--- config.mk ---
export PLATFORM = sky130hd
export DESIGN_NAME = llfw_div
export DESIGN_NICKNAME = d
export VERILOG_FILES = /design/src/rtl/llfw_pkg.sv /design/src/rtl/llfw_div.sv
export SDC_FILE = /design/constraint.sdc
export NUM_CORES = 2
export LEC_CHECK = 0
export ABC_CLOCK_PERIOD_IN_PS = 3050
export BUFFER_PORTS_ARGS = -buffer_cell sky130_fd_sc_hd__buf_4
export CORE_MARGIN = 5
export CORE_UTILIZATION = 30
export DETAILED_ROUTE_END_ITERATION = 10
export HOLD_SLACK_MARGIN = 0.12
export MAX_ROUTING_LAYER = met4
export PLACE_DENSITY_LB_ADDON = 0.12
export REMOVE_ABC_BUFFERS = 1
export SLEW_MARGIN = 10
export SYNTH_ARGS = -nofsm -noshare
export SYNTH_HDL_FRONTEND = slang
export SYNTH_SLANG_ARGS = --single-unit
--- constraint.sdc ---
create_clock -name clk -period 3.05 [get_ports clk]
set_input_delay 0.1525 -clock clk [delete_from_list [all_inputs] [get_ports clk]]
set_output_delay 0.1525 -clock clk [all_outputs]
set_load 0.1 [all_outputs]
--- src/rtl/llfw_pkg.sv ---
`default_nettype none
package llfw_pkg;

	// Number of entries in the arctangent table
	localparam int ATAN_N = 24;
	// Angle accumulator width (32-bit turn plus guard bits)
	localparam int ZW = 34;
	// Q4.30 vector component width
	localparam int CW = 34;

	localparam logic signed [CW-1:0] KGAIN      = 34'sd652032874;
	localparam logic [30:0]          TWO_PI_Q28 = 31'd1686629713;
	localparam logic signed [ZW-1:0] QUARTER    = 34'sd1073741824;
	localparam logic signed [ZW-1:0] HALF       = 34'sd2147483648;

	localparam logic [29:0] ATAN_TAB [ATAN_N] = '{
		30'd536870912, 30'd316933406, 30'd167458907, 30'd85004756,
		30'd42667331,  30'd21354465,  30'd10679838,  30'd5340245,
		30'd2670163,   30'd1335087,   30'd667544,    30'd333772,
		30'd166886,    30'd83443,     30'd41722,     30'd20861,
		30'd10430,     30'd5215,      30'd2608,      30'd1304,
		30'd652,       30'd326,       30'd163,       30'd81
	};

	// Configuration register indexes
	typedef enum logic [2:0] {
		REG_IMAGE_WIDTH  = 3'd0,
		REG_IMAGE_HEIGHT = 3'd1,
		REG_RADIAL_GAIN  = 3'd2,
		REG_CENTRE_X     = 3'd3,
		REG_CENTRE_Y     = 3'd4,
		REG_ROT_X        = 3'd5,
		REG_ROT_Y        = 3'd6,
		REG_ROT_Z        = 3'd7
	} reg_idx_t;

	// Rotation matrix, Q4.30 entries
	typedef struct packed {
		logic signed [CW-1:0] m00, m01, m02;
		logic signed [CW-1:0] m10, m11, m12;
		logic signed [CW-1:0] m20, m21, m22;
	} rmat_t;

	function automatic logic signed [ZW-1:0] atan_at(input int i);
		return $signed(ZW'(ATAN_TAB[i]));
	endfunction

	// Q4.30 product, floor rounding
	function automatic logic signed [CW-1:0] fmul(input logic signed [CW-1:0] a,
		input logic signed [CW-1:0] b);
		logic signed [2*CW-1:0] p;
		p = a * b;
		return p[CW+29:30];
	endfunction

endpackage
`default_nettype wire

--- src/rtl/llfw_div.sv ---
`default_nettype none
// Restoring divider, one quotient bit per stage; keeps the low QW quotient bits
module llfw_div import llfw_pkg::*; #(
	parameter int NW = 30,
	parameter int DW = 15,
	parameter int QW = 16
) (
	input  wire logic          clk,
	input  wire logic          arst_n,
	input  wire logic          ce,
	input  wire logic          in_valid,
	input  wire logic [NW-1:0] num,
	input  wire logic [DW-1:0] den,
	output logic               out_valid,
	output logic [QW-1:0]      quo
);

	logic [NW:0]   vld_s;
	logic [NW-1:0] num_s [NW+1];
	logic [DW-1:0] rem_s [NW+1];
	logic [QW-1:0] quo_s [NW+1];

	// valid chain
	always_ff @(posedge clk or negedge arst_n) begin
		if (!arst_n) begin
			vld_s <= '0;
		end else if (ce) begin
			vld_s <= {vld_s[NW-1:0], in_valid};
		end
	end

	// input stage
	always_ff @(posedge clk) begin
		if (ce) begin
			num_s[0] <= num;
			rem_s[0] <= '0;
			quo_s[0] <= '0;
		end
	end

	for (genvar k = 0; k < NW; k++) begin : g_stage
		logic [DW:0]   trial;
		logic          ge;
		logic [DW-1:0] rem_n;
		always_comb begin
			trial = {rem_s[k], num_s[k][NW-1]};
			ge    = trial >= {1'b0, den};
			rem_n = ge ? DW'(trial - {1'b0, den}) : trial[DW-1:0];
		end
		always_ff @(posedge clk) begin
			if (ce) begin
				num_s[k+1] <= num_s[k] << 1;
				rem_s[k+1] <= rem_n;
				quo_s[k+1] <= {quo_s[k][QW-2:0], ge};
			end
		end
	end

	assign out_valid = vld_s[NW];
	assign quo       = quo_s[NW];

endmodule
`default_nettype wire

# After elaboration in Yosys (flattened, before gate mapping)
# Memories as Yosys holds them, arrays and structs flattened.
# Cells that the tools add are included.
totals:
  memories: 3
  ramBits: 1891
  regBits: 31
  wordCells: 96
mem_list:
  columns: ["name", "words", "word_bits", "read_ports", "rd_ports_with_merged_regs", "write_ports", "line_no", "text"]
  rows:
  - ["num_s", 31, 30, 30, 0, 31, "llfw_div.sv:19", "logic [NW-1:0] num_s [NW+1];"]
  - ["quo_s", 31, 16, 31, 0, 31, "llfw_div.sv:21", "logic [QW-1:0] quo_s [NW+1];"]
  - ["rem_s", 31, 15, 30, 0, 31, "llfw_div.sv:20", "logic [DW-1:0] rem_s [NW+1];"]
classes:
  n_lt_le_gt_ge: 30
  n_mux: 32
  n_addsub: 30
op_table:
  columns: ["cell", "n"]
  rows:
  - ["16-bit by 15-bit >= comparator with 1-bit output", 30]
  - ["15-bit two-way mux", 30]
  - ["15-bit subtractor", 30]
  - ["1-bit two-way mux", 2]

# Depth between registers and ports, before layout
logic_depth:
  ltp_word: 2
  ltp_mapped: 13
  mapped_depth_nobuf: 11

# Least setup slack after synthesis
# No wires, ideal clock.
synth_path:
  path_kind: "input -> register"
  from: "in den[2]"
  to: "mem rem_s[14][10], data pin"
  slack_ps: -281
  path_stages: 11
  t_required_ps: 2790
  t_arrival_ps: 3072
  path_cell_list: "inv_1 ha_1 nor2b_1 o31a_1 o31ai_2 a21oi_1 o21ai_1 a21oi_1 a2111oi_4 buf_6 mux2_2"
synth_rtl:
  columns: ["item", "line_no", "text"]
  rows:
  - ["start, declared", "llfw_div.sv:13", "input wire logic [DW-1:0] den,"]
  - ["end, declared", "llfw_div.sv:20", null]

==> results.tsv <==
stage	metric	value	unit
outcome	status	finished, violations left	
outcome	failing checks	negative setup slack	
timing	Worst Skew	34.7	ps
grt	grt met2 use	22.4	%
timing	crit path time final	3050	ps
cts	H-tree levels	4	
grt	largest net degree at the start of global routing	74	
synth	area leader, netlist	edfxtp_1	
synth	Synth top cells by count	edfxtp_1, ha_1, o21ai_0, nor2_1, a21oi_1	
floorplan	area of the die	0.198	mm²
synth	syn avg cell area	12.5	µm²
cts	clk root buf	clkbuf_16	
cts	CTS tree	yes	
worst_hold_path	worst hold path class	in2reg	
synth	Syn Inst Count	4535	
floorplan	Die Ht	445	µm
layout	Filler Cells Inserted	18300	
layout	NumNets Final	5837	
synth	synth top area cells	edfxtp_1, ha_1, mux2_2	
timing	RSZ-0062 raised after global routing	true	
synth	most common cell in the netlist	edfxtp_1	
worst_setup_path	slowest stage cell, crit path	edfxtp_1	
timing	Fin. Hold Viols	0	
timing	# setup viols final	1	
cts	Skew-Pair Late Insertion Delay	800	ps
cts	TritonCTS Buffers	134	
floorplan	Initial Utilization	30.2	%
timing	period utilization	100	%
grt	number of global-route vias before repair	38000	
routing	Residual DRC	0	
floorplan	core area	0.188	mm²
worst_setup_path	nature of the critical path startpoint	register	
layout	layout cell share with drive strength beyond 1	22.9	%
run	Max-cap violations	0	
routing	Final ANT Viol Nets	0	
timing	Achievable Freq	328	MHz
power	Leak	27.5	nW
power	worst vdd ir	477	µV
placement	placed cell area	0.0649	mm²
placement	port bufs	65	
grt	grt met3 use	2.36	%
worst_setup_path	WS Path Type	reg2reg	
synth	post-synthesis register bit count	1067	
timing	Setup TNS	-2.70	ps
layout	Multi-input gate area	0.0243	mm²
grt	global-route wire length before repair	215000	µm
synth	Post-synth EDFFs	1036	
synth	synth warn	0	
grt	global route overflow	0	
timing	setup ws final	-2.70	ps
worst_setup_path	critical-path cell list	ha_1 -> nor2b_2 -> o31a_1 -> o31ai_4 -> a21oi_2 -> o21ai_2 -> a21oi_2 -> a2111oi_4 -> buf_4 -> clkbuf_16 -> mux2_4	
worst_setup_path	internal reg-to-reg setup slack	-3	ps
layout	final instance area	0.0709	mm²
routing	Total Wirelength	139000	µm
grt	initial antenna violation count	2	
worst_setup_path	WP data required	3580	ps
routing	DRT Pass-1 Iters	7	
grt	GRT busiest layer	met2	
power	Power Dens Cells	1040	mW/mm²
worst_setup_path	Worst path most repeated cell	a21oi_2	
timing	max-slew headroom at the worst pin	43.7	%
floorplan	Die Wd	445	µm
worst_setup_path	Setup crit end kind	register	
synth	Mapped Area	0.0566	mm²
placement	Post-DP HPWL	99300	µm
layout	area grow syn2layout	25.2	%
cts	Sinks on Clock Net	1067	
floorplan	# IOs	66	
grt	met1 GRT Util	18.7	%
timing	worst-margin pin slew	824	ps
timing	max-slew violations	0	
worst_setup_path	Bufs and invs on worst path	2	
worst_setup_path	Crit path arrival time	3580	ps
worst_setup_path	critical path's largest stage delay	440	ps
placement	GPL Wtd Cong	0.813	
worst_setup_path	family with the most delay on the worst path	compound AO/OA/AOI/OAI gates	
worst_setup_path	CP Max Fanout	7	
grt	total global-route track usage	14.2	%
synth	asr flop ratio synth	2.91	%
routing	drt wl/cell	17.5	µm
synth	Synth Flop Type	edfxtp_1	
layout	FF/Latch Area	0.0319	mm²
cts	Worst-path clk slew	50	ps
floorplan	row count	159	
synth	sequential share of the synthesized area	56.3	%
synth	Synth top area share	54.9	%
routing	First DRT Iteration DRCs	2154	
synth	unique cell type count in the Yosys netlist	88	
routing	Vias/cell	4.77	
cts	Max clock buf depth	3	
routing	Vias	37800	
==> repair_timing <==
item / CTS / global route
pin swaps: 7 / 30
setup endpoints to repair: 118 / 326
hold buffers: 71 / 0
gates cloned: 1 / 10
endpoints found under the hold margin: 210 / 0
gates resized for setup: 22 / 167
setup buffers: 3 / 18
==> layout make-up <==
class / instances / share of cell area [%]
Clock buffer: 161 / 4.97
Clock inverter: 85 / 1.23
Tap cell: 2495 / 4.40
Multi-Input combinational cell: 3227 / 34.3
Inverter: 156 / 0.829
Sequential cell: 1067 / 44.9
Timing Repair Buffer: 737 / 9.29
Antenna cell: 2 / 0.00705
==> stage by stage <==
stage                     hold slack [ps]  power [W]  util [%]  worst slack, ps  cells
after floorplan                      -143     0.0451         -            -2610   4450
after global placement                109     0.0567      34.5             -318   7579
after detailed placement              112     0.0568      34.5             -372   7579
after CTS                             124     0.0737      37.3             -105   7900
after global routing                  237     0.0796      37.8             -114   7929
final                                 240     0.0740      37.8            -2.70   7930
==> per-layer routing <==
layer	vias up	share of wire [%]
met5	-	0
met4	0	2.6
met3	207	3.6
met2	555	46
met1	18100	48
li1	18900	-
==> final timing paths <==
path | to | start | cells after the start
max reg2reg | rem_s[10][13] | rem_s[9][1] | 11
max in group asynchronous | vld_s[21] | arst_n | 4
min reg2reg | quo_s[3][94] | quo_s[3][77] | 0
min | rem_s[1][14] | den[8] | 5
min in group asynchronous | vld_s[15] | arst_n | 4
max | rem_s[10][13] | rem_s[9][1] | 11
==> tightest hold or removal path, stage by stage <==
cell and delay, ps:
buf_4 90, nor4_1 40, nand3_1 140, inv_1 250, a21oi_1 200
==> state kept, by name (all words and copies together), names as in the netlist <==
| name | count |
|---|---|
| num_s | 465 |
| rem_s | 435 |
| quo_s | 136 |
| vld_s | 31 |
==> power by group <==
group | total [W] | internal, W | switching (W)
sequential | 0.0239 | 0.0217 | 0.00218
clock | 0.0159 | 0.00929 | 0.00657
combinational | 0.0343 | 0.0173 | 0.0170
total | 0.0740 | 0.0482 | 0.0258
==> layout by cell type, fill, tap and decap left out, types with 86 or more instances in the layout <==
master,count
xnor2_1,172
o21a_1,86
clkbuf_16,142
inv_1,133
edfxtp_1,1036
xor2_1,108
mux2_2,193
nand2_1,311
buf_4,587
a21oi_1,291
o21ai_0,320
ha_1,431
nor2_1,312
==> cell families (layout without fill, tap and decap cells) <==
| kind of cell | Yosys count | in the layout | synth area share [%] |
|---|---|---|---|
| other | 0 | 2 | 0 |
| buffers and inverters | 241 | 1139 | 1.79 |
| and+or+nand+nor | 1055 | 1055 | 8.78 |
| xor gates and xnor gates | 280 | 280 | 4.33 |
| DFF | 1067 | 1067 | 56.3 |
| adders and majority gates | 465 | 465 | 10.6 |
| muxes | 257 | 257 | 5.06 |
| AOI/OAI and AO/OA | 1170 | 1170 | 13.1 |
No activity file was read; power rests on OpenSTA's default activity.
